===== src/rtl/rpa_pkg.sv =====
// Shared types, constants and codes for the resource pool allocator.
package rpa_pkg;

    localparam int QUEUE_DEPTH = 16;
    localparam int POOL_COUNT  = 3;
    localparam int MAX_GRANTS  = 16;

    localparam int POOL_W    = 2;
    localparam int SLOT_W    = $clog2(QUEUE_DEPTH);
    localparam int FILL_W    = $clog2(QUEUE_DEPTH + 1);
    localparam int CNT_W     = $clog2(MAX_GRANTS + 1);
    localparam int RAM_DEPTH = POOL_COUNT * QUEUE_DEPTH;
    localparam int ADDR_W    = POOL_W + SLOT_W;
    localparam int CFG_IDX_W = 2;

    localparam logic [POOL_W-1:0]    POOL_LIMIT = POOL_W'(POOL_COUNT);
    localparam logic [FILL_W-1:0]    FILL_MAX   = FILL_W'(QUEUE_DEPTH);
    localparam logic [CNT_W-1:0]     CNT_MAX    = CNT_W'(MAX_GRANTS);
    localparam logic [CFG_IDX_W-1:0] CFG_LIMIT  = CFG_IDX_W'(POOL_COUNT);

    localparam logic MODE_RESERVE = 1'b0;
    localparam logic MODE_RELEASE = 1'b1;

    typedef enum logic [1:0] {
        OUT_GRANTED = 2'd0,
        OUT_QUEUED  = 2'd1,
        OUT_DENIED  = 2'd2,
        OUT_REFUSED = 2'd3
    } t_outcome;

    typedef enum logic [2:0] {
        ST_IDLE,
        ST_EXEC,
        ST_READ,
        ST_CHECK,
        ST_FLUSH
    } t_state;

    typedef struct packed {
        logic        mode;
        logic [1:0]  pool_index;
        logic [15:0] job_tag;
        logic [15:0] unit_count;
        logic [7:0]  requester_tag;
    } t_req_item;

    typedef struct packed {
        t_outcome    outcome;
        logic [15:0] granted_job;
        logic [7:0]  granted_requester;
        logic        last_result;
    } t_res_item;

    typedef struct packed {
        logic [15:0] job;
        logic [15:0] units;
        logic [7:0]  requester;
    } t_wait_entry;

    localparam int ENTRY_W = $bits(t_wait_entry);

endpackage


===== src/rtl/rpa_ram.sv =====
// Generic single-write, single-read RAM with registered read data.
module rpa_ram #(
    parameter int WIDTH = 8,
    parameter int DEPTH = 16
) (
    input  logic                     i_clk,
    input  logic                     i_we,
    input  logic [$clog2(DEPTH)-1:0] i_waddr,
    input  logic [WIDTH-1:0]         i_wdata,
    input  logic                     i_re,
    input  logic [$clog2(DEPTH)-1:0] i_raddr,
    output logic [WIDTH-1:0]         o_rdata
);

    logic [WIDTH-1:0] r_mem [DEPTH];
    logic [WIDTH-1:0] r_rdata;

    always_ff @(posedge i_clk) begin
        if (i_we) begin
            r_mem[i_waddr] <= i_wdata;
        end
        if (i_re) begin
            r_rdata <= r_mem[i_raddr];
        end
    end

    assign o_rdata = r_rdata;

endmodule


===== src/rtl/resource_pool_allocator_fifo_unit.sv =====
// Resource pool allocator: per-pool counting semaphore with FIFO wait queue.
// Reserve or not-held request: the result is registered in the execute state, which waits
// while the output is stalled. Release: add units, then per granted entry a queue RAM read and
// a compare/subtract in the shared adder, at most 16 entries; a queued head that does not fit
// ends the release. No new request is accepted until the unit is idle. Output stall holds.
// Synchronous active-low reset clears capacities, free counts, heads, fills; not queue RAM.
module resource_pool_allocator_fifo_unit (
    input  logic                            i_clk,
    input  logic                            i_rst_n,
    input  logic                            i_in_valid,
    output logic                            o_in_stall,
    input  rpa_pkg::t_req_item              i_in_item,
    output logic                            o_out_valid,
    input  logic                            i_out_stall,
    output rpa_pkg::t_res_item              o_out_item,
    input  logic                            i_cfg_valid,
    output logic                            o_cfg_ready,
    input  logic [rpa_pkg::CFG_IDX_W-1:0]   i_cfg_index,
    input  logic [15:0]                     i_cfg_data
);

    rpa_pkg::t_state    r_state, n_state;
    rpa_pkg::t_req_item r_req;
    rpa_pkg::t_res_item r_out, r_pend;
    logic               r_out_valid, r_pend_valid;

    logic [15:0]                 r_cap  [rpa_pkg::POOL_COUNT];
    logic [15:0]                 r_free [rpa_pkg::POOL_COUNT];
    logic [rpa_pkg::SLOT_W-1:0]  r_head [rpa_pkg::POOL_COUNT];
    logic [rpa_pkg::FILL_W-1:0]  r_fill [rpa_pkg::POOL_COUNT];
    logic [rpa_pkg::CNT_W-1:0]   r_cnt;

    logic                        in_accept, out_free, held;
    logic [rpa_pkg::POOL_W-1:0]  pool;
    logic [15:0]                 cur_free, cur_cap, alu_b;
    logic [rpa_pkg::SLOT_W-1:0]  cur_head;
    logic [rpa_pkg::FILL_W-1:0]  cur_fill;
    logic                        alu_sub;
    logic [16:0]                 alu_res;
    logic                        fits_now;

    logic                        ram_we, ram_re;
    logic [rpa_pkg::ADDR_W-1:0]  ram_waddr, ram_raddr;
    rpa_pkg::t_wait_entry        ram_wdata, ram_rdata;
    logic                        out_load;
    rpa_pkg::t_res_item          out_next;

    assign in_accept   = i_in_valid && !o_in_stall;
    assign out_free    = !r_out_valid || !i_out_stall;
    assign pool        = r_req.pool_index;
    assign held        = r_req.pool_index < rpa_pkg::POOL_LIMIT;
    assign cur_free    = held ? r_free[pool] : 16'd0;
    assign cur_cap     = held ? r_cap[pool]  : 16'd0;
    assign cur_head    = held ? r_head[pool] : '0;
    assign cur_fill    = held ? r_fill[pool] : '0;
    assign o_out_valid = r_out_valid;
    assign o_out_item  = r_out;
    assign o_cfg_ready = (r_state == rpa_pkg::ST_IDLE);

    // shared add/subtract unit: free count against request or queued units
    always_comb begin
        alu_sub = !((r_state == rpa_pkg::ST_EXEC) && (r_req.mode == rpa_pkg::MODE_RELEASE));
        alu_b   = (r_state == rpa_pkg::ST_CHECK) ? ram_rdata.units : r_req.unit_count;
        alu_res = {1'b0, cur_free} + ({1'b0, alu_b} ^ {17{alu_sub}}) + {16'd0, alu_sub};
    end

    assign fits_now = !alu_res[16];

    rpa_ram #(
        .WIDTH (rpa_pkg::ENTRY_W),
        .DEPTH (rpa_pkg::RAM_DEPTH)
    ) u_wait_ram (
        .i_clk   (i_clk),
        .i_we    (ram_we),
        .i_waddr (ram_waddr),
        .i_wdata (ram_wdata),
        .i_re    (ram_re),
        .i_raddr (ram_raddr),
        .o_rdata (ram_rdata)
    );

    always_comb begin
        n_state = r_state;
        case (r_state)
            rpa_pkg::ST_IDLE: begin
                if (in_accept) begin
                    n_state = rpa_pkg::ST_EXEC;
                end
            end
            rpa_pkg::ST_EXEC: begin
                if (held && r_req.mode == rpa_pkg::MODE_RELEASE) begin
                    n_state = rpa_pkg::ST_READ;
                end else if (out_free) begin
                    n_state = rpa_pkg::ST_IDLE;
                end
            end
            rpa_pkg::ST_READ: begin
                if (cur_fill != '0 && r_cnt < rpa_pkg::CNT_MAX) begin
                    n_state = rpa_pkg::ST_CHECK;
                end else begin
                    n_state = rpa_pkg::ST_FLUSH;
                end
            end
            rpa_pkg::ST_CHECK: begin
                if (!fits_now) begin
                    n_state = rpa_pkg::ST_FLUSH;
                end else if (!r_pend_valid || out_free) begin
                    n_state = rpa_pkg::ST_READ;
                end
            end
            rpa_pkg::ST_FLUSH: begin
                if (!r_pend_valid || out_free) begin
                    n_state = rpa_pkg::ST_IDLE;
                end
            end
            default: n_state = rpa_pkg::ST_IDLE;
        endcase
    end

    always_comb begin
        o_in_stall = 1'b1;
        ram_we     = 1'b0;
        ram_re     = 1'b0;
        ram_waddr  = {pool, cur_head + cur_fill[rpa_pkg::SLOT_W-1:0]};
        ram_raddr  = {pool, cur_head};
        ram_wdata  = '{job: r_req.job_tag, units: r_req.unit_count,
                       requester: r_req.requester_tag};
        out_load   = 1'b0;
        out_next   = '{outcome: rpa_pkg::OUT_GRANTED, granted_job: r_req.job_tag,
                       granted_requester: r_req.requester_tag, last_result: 1'b1};
        case (r_state)
            rpa_pkg::ST_IDLE: begin
                o_in_stall = 1'b0;
            end
            rpa_pkg::ST_EXEC: begin
                if (!held) begin
                    out_load         = out_free;
                    out_next.outcome = rpa_pkg::OUT_DENIED;
                end else if (r_req.mode == rpa_pkg::MODE_RESERVE) begin
                    out_load = out_free;
                    if (fits_now && r_req.unit_count <= cur_cap) begin
                        out_next.outcome = rpa_pkg::OUT_GRANTED;
                    end else if (cur_fill < rpa_pkg::FILL_MAX) begin
                        out_next.outcome = rpa_pkg::OUT_QUEUED;
                        ram_we           = out_free;
                    end else begin
                        out_next.outcome = rpa_pkg::OUT_REFUSED;
                    end
                end
            end
            rpa_pkg::ST_READ: begin
                ram_re = (cur_fill != '0) && (r_cnt < rpa_pkg::CNT_MAX);
            end
            rpa_pkg::ST_CHECK: begin
                out_load             = fits_now && r_pend_valid && out_free;
                out_next             = r_pend;
                out_next.last_result = 1'b0;
            end
            rpa_pkg::ST_FLUSH: begin
                out_load             = r_pend_valid && out_free;
                out_next             = r_pend;
                out_next.last_result = 1'b1;
            end
            default: begin
                o_in_stall = 1'b1;
            end
        endcase
    end

    always_ff @(posedge i_clk) begin
        if (!i_rst_n) begin
            r_state      <= rpa_pkg::ST_IDLE;
            r_out_valid  <= 1'b0;
            r_pend_valid <= 1'b0;
            r_cnt        <= '0;
            for (int p = 0; p < rpa_pkg::POOL_COUNT; p++) begin
                r_cap[p]  <= 16'd0;
                r_free[p] <= 16'd0;
                r_head[p] <= '0;
                r_fill[p] <= '0;
            end
        end else begin
            r_state <= n_state;
            if (out_load) begin
                r_out_valid <= 1'b1;
            end else if (!i_out_stall) begin
                r_out_valid <= 1'b0;
            end
            if (i_cfg_valid && o_cfg_ready && i_cfg_index < rpa_pkg::CFG_LIMIT) begin
                r_cap[i_cfg_index[rpa_pkg::POOL_W-1:0]]  <= i_cfg_data;
                r_free[i_cfg_index[rpa_pkg::POOL_W-1:0]] <= i_cfg_data;
            end
            case (r_state)
                rpa_pkg::ST_EXEC: begin
                    r_pend_valid <= 1'b0;
                    r_cnt        <= '0;
                    if (held && r_req.mode == rpa_pkg::MODE_RELEASE) begin
                        r_free[pool] <= alu_res[16] ? 16'hFFFF : alu_res[15:0];
                    end else if (held && out_free) begin
                        if (fits_now && r_req.unit_count <= cur_cap) begin
                            r_free[pool] <= alu_res[15:0];
                        end else if (cur_fill < rpa_pkg::FILL_MAX) begin
                            r_fill[pool] <= cur_fill + 1'b1;
                        end
                    end
                end
                rpa_pkg::ST_CHECK: begin
                    if (fits_now && (!r_pend_valid || out_free)) begin
                        r_free[pool] <= alu_res[15:0];
                        r_head[pool] <= cur_head + 1'b1;
                        r_fill[pool] <= cur_fill - 1'b1;
                        r_cnt        <= r_cnt + 1'b1;
                        r_pend_valid <= 1'b1;
                    end
                end
                rpa_pkg::ST_FLUSH: begin
                    if (out_free) begin
                        r_pend_valid <= 1'b0;
                    end
                end
                default: begin
                    r_cnt <= r_cnt;
                end
            endcase
        end
    end

    always_ff @(posedge i_clk) begin
        if (in_accept) begin
            r_req <= i_in_item;
        end
        if (out_load) begin
            r_out <= out_next;
        end
        if (r_state == rpa_pkg::ST_CHECK && fits_now && (!r_pend_valid || out_free)) begin
            r_pend <= '{outcome: rpa_pkg::OUT_GRANTED, granted_job: ram_rdata.job,
                        granted_requester: ram_rdata.requester, last_result: 1'b0};
        end
    end

`ifndef NO_ASSERTIONS
    a_fill_bound: assert property (@(posedge i_clk) disable iff (!i_rst_n)
        r_fill[0] <= rpa_pkg::FILL_MAX && r_fill[1] <= rpa_pkg::FILL_MAX &&
        r_fill[2] <= rpa_pkg::FILL_MAX)
        else $error("wait queue fill above depth");

    a_idle_no_pend: assert property (@(posedge i_clk) disable iff (!i_rst_n)
        r_state == rpa_pkg::ST_IDLE |-> !r_pend_valid)
        else $error("held grant left behind at idle");

    a_grant_limit: assert property (@(posedge i_clk) disable iff (!i_rst_n)
        r_cnt <= rpa_pkg::CNT_MAX)
        else $error("grant count above limit");

    a_check_after_read: assert property (@(posedge i_clk) disable iff (!i_rst_n)
        r_state == rpa_pkg::ST_CHECK |->
            $past(r_state) == rpa_pkg::ST_READ || $past(r_state) == rpa_pkg::ST_CHECK)
        else $error("compare without queue read");
`endif

endmodule


===== config.mk =====
export PLATFORM = sky130hd
export DESIGN_NAME = resource_pool_allocator_fifo_unit
export DESIGN_NICKNAME = d
export VERILOG_FILES = /design/src/rtl/rpa_pkg.sv /design/src/rtl/rpa_ram.sv /design/src/rtl/resource_pool_allocator_fifo_unit.sv
export SDC_FILE = /design/constraint.sdc
export NUM_CORES = 2
export LEC_CHECK = 0
export ABC_AREA = 1
export BUFFER_PORTS_ARGS = -buffer_cell sky130_fd_sc_hd__buf_2
export CAP_MARGIN = 30
export CORE_AREA = 2 2 483 485
export CTS_BUF_LIST = sky130_fd_sc_hd__clkbuf_4
export DETAILED_ROUTE_END_ITERATION = 8
export DIE_AREA = 0 0 485 487
export GPL_ROUTABILITY_DRIVEN = 0
export PLACE_DENSITY = 0.59
export SETUP_SLACK_MARGIN = 0.5
export SYNTH_ARGS = -nofsm -noshare
export SYNTH_HDL_FRONTEND = slang
export SYNTH_HIERARCHICAL = 1
export SYNTH_SLANG_ARGS = --single-unit
export TNS_END_PERCENT = 30

===== constraint.sdc =====
create_clock -name i_clk -period 16.8 [get_ports i_clk]
set_input_delay 0 -clock i_clk [delete_from_list [all_inputs] [get_ports i_clk]]
set_output_delay 0 -clock i_clk [all_outputs]
set_load 0.02 [all_outputs]

# Yosys cells after proc, flatten, opt, wreduce, memory -nomap -nowiden
# Memories as Yosys holds them, arrays and structs flattened. A register that Yosys moved wholly into a read port is not among the register bits.
# Index checks and enable logic that the tools add are counted.
[op_classes]
n_mux = 85
n_reduce_logical = 34
n_addsub = 7
n_lt_le_gt_ge = 5
n_eq_ne = 11
n_bitwise = 6
[ops]
columns = ["op", "count"]
rows = [
  ["two-way mux 16 bit", 9],
  ["case mux 25 bit (2 select lines)", 1],
  ["OR reduction 16 bit", 3],
  ["two-way mux 1 bit", 45],
  ["two-way mux 2 bit", 13],
  ["two-way mux 3 bit", 7],
  ["two-way mux 5 bit", 4],
  ["adder 16 x 17 -> 17 bit", 1],
  ["adder 17 x 1 -> 17 bit", 1],
  ["XOR 16 x 17 -> 17 bit", 1],
  ["less-or-equal comparator 16 bit", 1],
  ["case mux 3 bit (5 select lines)", 1],
  ["logical AND 1 bit", 14],
  ["adder 5 x 1 -> 5 bit, second input constant", 2],
  ["< comparator 5 bit, second input constant", 2],
  ["case mux 5 bit (2 select lines)", 1],
  ["two-way mux 4 bit", 2],
  ["OR reduction 4 bit", 2],
  ["== test 3 x 2 -> 1 bit, second input constant", 2],
  ["!= test 2 bit, second input constant", 3],
  ["case mux 1 bit (3 select lines)", 2],
  ["logical NOT 1 bit", 5],
  ["nonzero test 5 bit", 1],
  ["OR reduction 5 bit", 1],
  ["18 further kinds", 24],
]
[word_totals]
inputBits = 66
elab_cells = 169
register_bits = 104
ram_bits = 2043
n_memories = 5
[memory_table]
columns = ["memory", "depth", "word_bits", "read_ports", "rd_ports_with_merged_regs", "write_ports", "line", "source"]
rows = [
  ["u_wait_ram.r_mem", 48, 40, 1, 1, 1, "rpa_ram.sv:15", "logic [WIDTH-1:0] r_mem [DEPTH];"],
  ["r_cap", 3, 16, 1, 1, 3, "resource_pool_allocator_fifo_unit.sv:27", "logic [15:0] r_cap [rpa_pkg::POOL_COUNT];"],
  ["r_free", 3, 16, 1, 1, 3, "resource_pool_allocator_fifo_unit.sv:28", "logic [15:0] r_free [rpa_pkg::POOL_COUNT];"],
  ["r_fill", 3, 5, 1, 1, 3, "resource_pool_allocator_fifo_unit.sv:30", "logic [rpa_pkg::FILL_W-1:0] r_fill [rpa_pkg::POOL_COUNT];"],
  ["r_head", 3, 4, 1, 1, 3, "resource_pool_allocator_fifo_unit.sv:29", "logic [rpa_pkg::SLOT_W-1:0] r_head [rpa_pkg::POOL_COUNT];"],
]

# Depth between registers and ports, before layout
[logic_depth]
ltp_word = 18
mapped_depth = 26
depth_no_buf = 24

# Hierarchy
# Netlist, hierarchy kept.
[modules_own_cells]
columns = ["mod", "area_each_um2", "cells_each", "seq_area_each_um2", "n_inst"]
rows = [
  ["rpa_ram", 78674.2, 6308, 58856.4, 1],
  ["resource_pool_allocator_fifo_unit", 13118.8, 1347, 7987.7, 1],
]

# Worst setup path before layout
# OpenSTA, ideal clock, no wires.
[synth_path]
path_type = "register -> register"
start = "register r_state[1]"
end = "memory u_wait_ram/r_mem[16][0] (netlist name) (enable)"
period_less_slack_ns = 5.647
setup_ns = 0.437
path_buffers = 4
setup_slack_ns = 11.153
arrival_time_ns = 5.210
path_stages_with_launch = 25
cell_sequence = "dfxtp_1 nand3_1 inv_1 clkbuf_1 clkbuf_1 nand2_1 nand2_1 xor2_1 ha_1 nand2_1 inv_1 a21oi_1 nand2_2 nand2_1 nand2_1 nand2_1 nand2_2 buf_2 and2_1 nor2_1 nand2_1 inv_1 clkbuf_1 nand3_1 nor2_1"
[synth_between]
elab_chain_len = 14
word_cells_on_any_way = 16
classes_between = "add/sub: 2; eq/ne: 2; mux: 7; bitwise: 1; reduce/logical: 4"
[synth_lines]
columns = ["element", "line", "source"]
rows = [
  ["start, declared", "resource_pool_allocator_fifo_unit.sv:22", "rpa_pkg::t_state r_state, n_state;"],
  ["start signal, assigned", "resource_pool_allocator_fifo_unit.sv:172", "r_state <= rpa_pkg::ST_IDLE;"],
  ["start signal, assigned", "resource_pool_allocator_fifo_unit.sv:183", "r_state <= n_state;"],
  ["== test 3 x 1 -> 1 bit", "resource_pool_allocator_fifo_unit.sv:62, resource_pool_allocator_fifo_unit.sv:131", ""],
  ["logical AND 1 bit", "resource_pool_allocator_fifo_unit.sv:62", "alu_sub = !((r_state == rpa_pkg::ST_EXEC) && (r_req.mode == rpa_pkg::MODE_RELEASE));"],
  ["logical NOT 1 bit", "resource_pool_allocator_fifo_unit.sv:62", ""],
  ["XOR 16 x 17 -> 17 bit", "resource_pool_allocator_fifo_unit.sv:64", "alu_res = {1'b0, cur_free} + ({1'b0, alu_b} ^ {17{alu_sub}}) + {16'd0, alu_sub};"],
  ["adder 16 x 17 -> 17 bit", "resource_pool_allocator_fifo_unit.sv:64", ""],
  ["adder 17 x 1 -> 17 bit", "resource_pool_allocator_fifo_unit.sv:64", ""],
  ["logical NOT 1 bit", "resource_pool_allocator_fifo_unit.sv:67", "assign fits_now = !alu_res[16];"],
  ["logical AND 1 bit", "resource_pool_allocator_fifo_unit.sv:141", "if (fits_now && r_req.unit_count <= cur_cap) begin"],
  ["two-way mux 1 bit", "resource_pool_allocator_fifo_unit.sv:141", ""],
  ["two-way mux 1 bit", "resource_pool_allocator_fifo_unit.sv:139", "end else if (r_req.mode == rpa_pkg::MODE_RESERVE) begin"],
  ["two-way mux 1 bit", "resource_pool_allocator_fifo_unit.sv:136", "if (!held) begin"],
  ["two-way mux 1 bit (*)", "resource_pool_allocator_fifo_unit.sv:131", "case (r_state)"],
  ["net ram_we", "resource_pool_allocator_fifo_unit.sv:42", "logic ram_we, ram_re;"],
  ["two-way mux 1 bit (*)", "rpa_ram.sv:19", "if (i_we) begin"],
  ["two-way mux 1 bit (implied by the code) (*)", "rpa_ram.sv:20", "r_mem[i_waddr] <= i_wdata;"],
  ["end, declared", "rpa_ram.sv:15", ""],
]
# Mark *: on every way through the listed nets, which the timed path passes. The rest lies on a longest branch.

==> results_dict.tcl <==
set metrics [dict create \
    holdPathStages 3 \
    cts_root_buf "sky130_fd_sc_hd__clkbuf_4" \
    worstSetupEndpointType "register" \
    floorplan.die.height_um 487 \
    clock-skew-final_ns 0.140 \
    io-pin-count 96 \
    final_layout_size_suffix_gt1_frac 0.139 \
    fp.coreArea_um2 231000 \
    cts_max_path_buffers 4 \
    slowest_delay_ns 0.87 \
    synth.ff_latch_count 2230 \
    critical_path_arrival_ns 7.70 \
    synth_top_flop_cell "sky130_fd_sc_hd__edfxtp_1" \
    clk_pin_slew_ns 0.06 \
    dr_vias 63821 \
    synth_edf_count 2218 \
    max-vdd-ir-drop_v 0.0000950 \
    die_w_um 485 \
    drt.antenna.violating_nets 0 \
    synthDistinctLibCells 45 \
    min_period_ns 6.85 \
    gr-total-overflow 0 \
    power_consumption_mw 14.6 \
    count_of_final_max_slew_check_failures 0 \
    dp_hpwl_um 145000 \
    grt_first_pass_wirelength_um 410000 \
    synth_seq_area_share 0.728 \
    synth-warning-count 6 \
    synthesis.instances 7655 \
    leakagePower_nw 37.4 \
    grt_antenna_before_repair 13 \
    final-setup-viol-count 0 \
    netlist_area_um2 91800 \
    detail_route.wirelength_um 281000 \
    tightestPinTransition_ns 1.24 \
    hold_wc_path_type "input port to register" \
    placementRows 177 \
    timing.max_cap.violations 0 \
    cts_tree "built" \
    setup.worst_path.class "register to register" \
    slowest_stage "sky130_fd_sc_hd__inv_1" \
    startpoint_type "register" \
    rsz0062_at_grt "false" \
    initial_utilization 0.397 \
    critPathRequiredTime_ns 17.65 \
    cellPowerDensity_nw_per_um2 140 \
    deepest_level_of_the_cts_h_tree 6 \
    synthToLayoutAreaGrowth_pct 13.2 \
    post_cts.repair.setup_buffers 0 \
    vias_in_the_first_global_route 61718 \
    clk_lat_worst_skew_ns 1.43 \
    drt-pass1-iter-count 6 \
    nets 8341 \
    fp.dieArea_um2 236000 \
    finalCritPeriodShare 0.408 \
    max_freq_mhz 146 \
    async_reset_ff_frac 0 \
    nFillCells 20985 \
    syn_area_per_cell_um2 12.0 \
    drt-initial-drc-count 7947 \
    finish.utilization 0.449 \
    routed_wire_length_per_instance_um 24.1 \
    critical_path.cell_chain "inv_1 > nand3_1 > inv_1 > nand2_1 > nand2_1 > xor2_1 > fa_1 > nand3_1 > nand3_2 > nand2_1 > nand2_2 > nand2_1 > nand2_1 > nand2_1 > nand2_2 > nand3_2 > nand2_1 > dlygate4sd3_1 > nor2_2 > nand2_2 > nand3_4 > nand2_1" \
    worst-path-max-fanout 22 \
    crit_path_frequent_cell "sky130_fd_sc_hd__nand2_1" \
    remaining_drc_errors 0 \
    numCtsBuffers 585 \
    r2r.worst_path.cells 22 \
    aggregate_global_route_resource_usage 0.233 \
    final-hold-violation-count 0 \
    outcome "finished clean" \
    relSlewSlack 0.170 \
    drt-vias-per-instance 5.49 \
    cts_sinks 2230 \
    largest_net_degree_at_the_start_of_global_routing 285 \
    fin_tns_setup_ns 0 \
    port_buffers 95 \
]
-- synthesized netlist by cell type, types with 6 or more instances --
cell / number / area share
sky130_fd_sc_hd__nor3_1: 13 / 0.00071
sky130_fd_sc_hd__xor2_1: 27 / 0.0026
sky130_fd_sc_hd__o22ai_1: 17 / 0.0012
sky130_fd_sc_hd__nand3_1: 1201 / 0.065
sky130_fd_sc_hd__buf_1: 47 / 0.0019
sky130_fd_sc_hd__edfxtp_1: 2218 / 0.73
sky130_fd_sc_hd__nand2_2: 6 / 0.00041
sky130_fd_sc_hd__xnor2_1: 9 / 0.00086
sky130_fd_sc_hd__buf_2: 130 / 0.0071
sky130_fd_sc_hd__nand4_1: 12 / 0.00082
sky130_fd_sc_hd__nand2_1: 2050 / 0.084
sky130_fd_sc_hd__inv_1: 124 / 0.0051
sky130_fd_sc_hd__nor2_1: 789 / 0.032
sky130_fd_sc_hd__o21ai_1: 96 / 0.0052
sky130_fd_sc_hd__clkbuf_1: 158 / 0.0065
sky130_fd_sc_hd__ha_1: 39 / 0.0053
sky130_fd_sc_hd__dfxtp_1: 12 / 0.0026
sky130_fd_sc_hd__buf_4: 36 / 0.0029
sky130_fd_sc_hd__o21ai_0: 327 / 0.018
sky130_fd_sc_hd__buf_6: 90 / 0.011
sky130_fd_sc_hd__o211ai_1: 161 / 0.013
sky130_fd_sc_hd__a21oi_1: 49 / 0.0027
-- layout make-up --
class | count | area, um^2 | share of cell area
Antenna cell | 9 | 22.5 | 0.000217
Timing Repair Buffer | 445 | 3850 | 0.0371
Tap cell | 3043 | 3810 | 0.0366
Sequential cell | 2230 | 66800 | 0.643
Clock inverter | 100 | 517 | 0.00497
Multi-Input combinational cell | 4839 | 22100 | 0.213
Inverter | 132 | 564 | 0.00543
Clock buffer | 825 | 6190 | 0.0596
-- worst max-delay path, delay by kind of cell (launching register included) --
family | cells | cell delay [ns]
and+or+nand+nor | 17 | 3.80
buffers and inverters | 3 | 1.56
adders and majority gates | 1 | 0.46
DFF | 1 | 0.35
xor gates and xnor gates | 1 | 0.10
-- final timing paths --
path	endpoint	startpoint	slack [ns]
hold reg to reg	r_pend[11]$_DFFE_PP_	u_wait_ram/o_rdata[26]$_DFFE_PP_	0.42
hold / removal	r_cap[3][9]$_DFFE_PP_	i_cfg_data[9]	0.18
setup reg to reg	r_free[1][5]$_SDFFCE_PN0P_	r_state[2]$_SDFFE_PN0P_	9.95
setup / recovery	r_free[1][5]$_SDFFCE_PN0P_	r_state[2]$_SDFFE_PN0P_	9.95
-- state kept, by name, summed over array words and instances, names as in the netlist, named ones only --
signal and cells:
r_pend 24, r_cnt 5, o_out_valid 1, pool 2, r_pend_valid 1, r_cap 64, r_state 3, u_wait_ram/r_mem 1920
r_head 16, r_free 64, u_wait_ram/o_rdata 40, o_out_item 27, r_req 41, r_fill 20
-- per-stage QoR --
| step | area (um^2) | hold slack [ns] | setup WS, ns | cells |
|---|---|---|---|---|
| after global placement | 94900 | 0.177 | 10.24 | 10484 |
| after CTS | 104000 | 0.0327 | 10.14 | 11609 |
| after detailed placement | 95100 | 0.179 | 10.15 | 10492 |
| after floorplan | 91800 | 0.0989 | 11.15 | 7670 |
| final | 104000 | 0.180 | 9.95 | 11623 |
| after global routing | 104000 | 0.0837 | 9.58 | 11622 |
-- layer usage --
metal,vias to the layer above,track usage,routed length (um)
li1,28514,-,-
met5,-,0,90
met3,507,0.0504,27500
met2,3521,0.363,129000
met1,31275,0.318,114000
met4,4,0.0924,9870
-- layout by cell type, fill, tap and decap left out, types with 50 or more instances in the layout --
master,instances
sky130_fd_sc_hd__edfxtp_1,2218
sky130_fd_sc_hd__clkinv_1,77
sky130_fd_sc_hd__nor2_1,738
sky130_fd_sc_hd__buf_4,139
sky130_fd_sc_hd__inv_1,116
sky130_fd_sc_hd__o211ai_1,161
sky130_fd_sc_hd__o21ai_0,327
sky130_fd_sc_hd__buf_2,95
sky130_fd_sc_hd__dlygate4sd3_1,192
sky130_fd_sc_hd__o21ai_1,96
sky130_fd_sc_hd__nor2_4,50
sky130_fd_sc_hd__nand2_1,2050
sky130_fd_sc_hd__nand3_1,1201
sky130_fd_sc_hd__clkbuf_4,825
-- power by group --
part	total (mW)	leakage, nW	internal (mW)	switching [mW]
Combinational	3.72	13.0	0.958	2.76
Sequential	6.39	20.2	6.36	0.0349
Clock	4.47	4.07	2.31	2.16
Total	14.6	37.4	9.62	4.96
-- timing repair --
item / in CTS / in global routing
resized for setup: 0 / 0
hold buffers: 192 / 0
endpoints found under the hold margin: 448 / 0
-- logic make-up (layout without fill, tap and decap cells) --
kind of cell,Yosys count,count (layout),synth area share
xor gates and xnor gates,36,36,0.00344
other,1,25,0.0000409
AOI/OAI and AO/OA,658,658,0.0407
buffers and inverters,601,1502,0.0362
adders and majority gates,42,42,0.00597
DFF,2230,2230,0.728
and+or+nand+nor,4087,4087,0.185
Note: power is estimated with default switching activity, not from simulation.
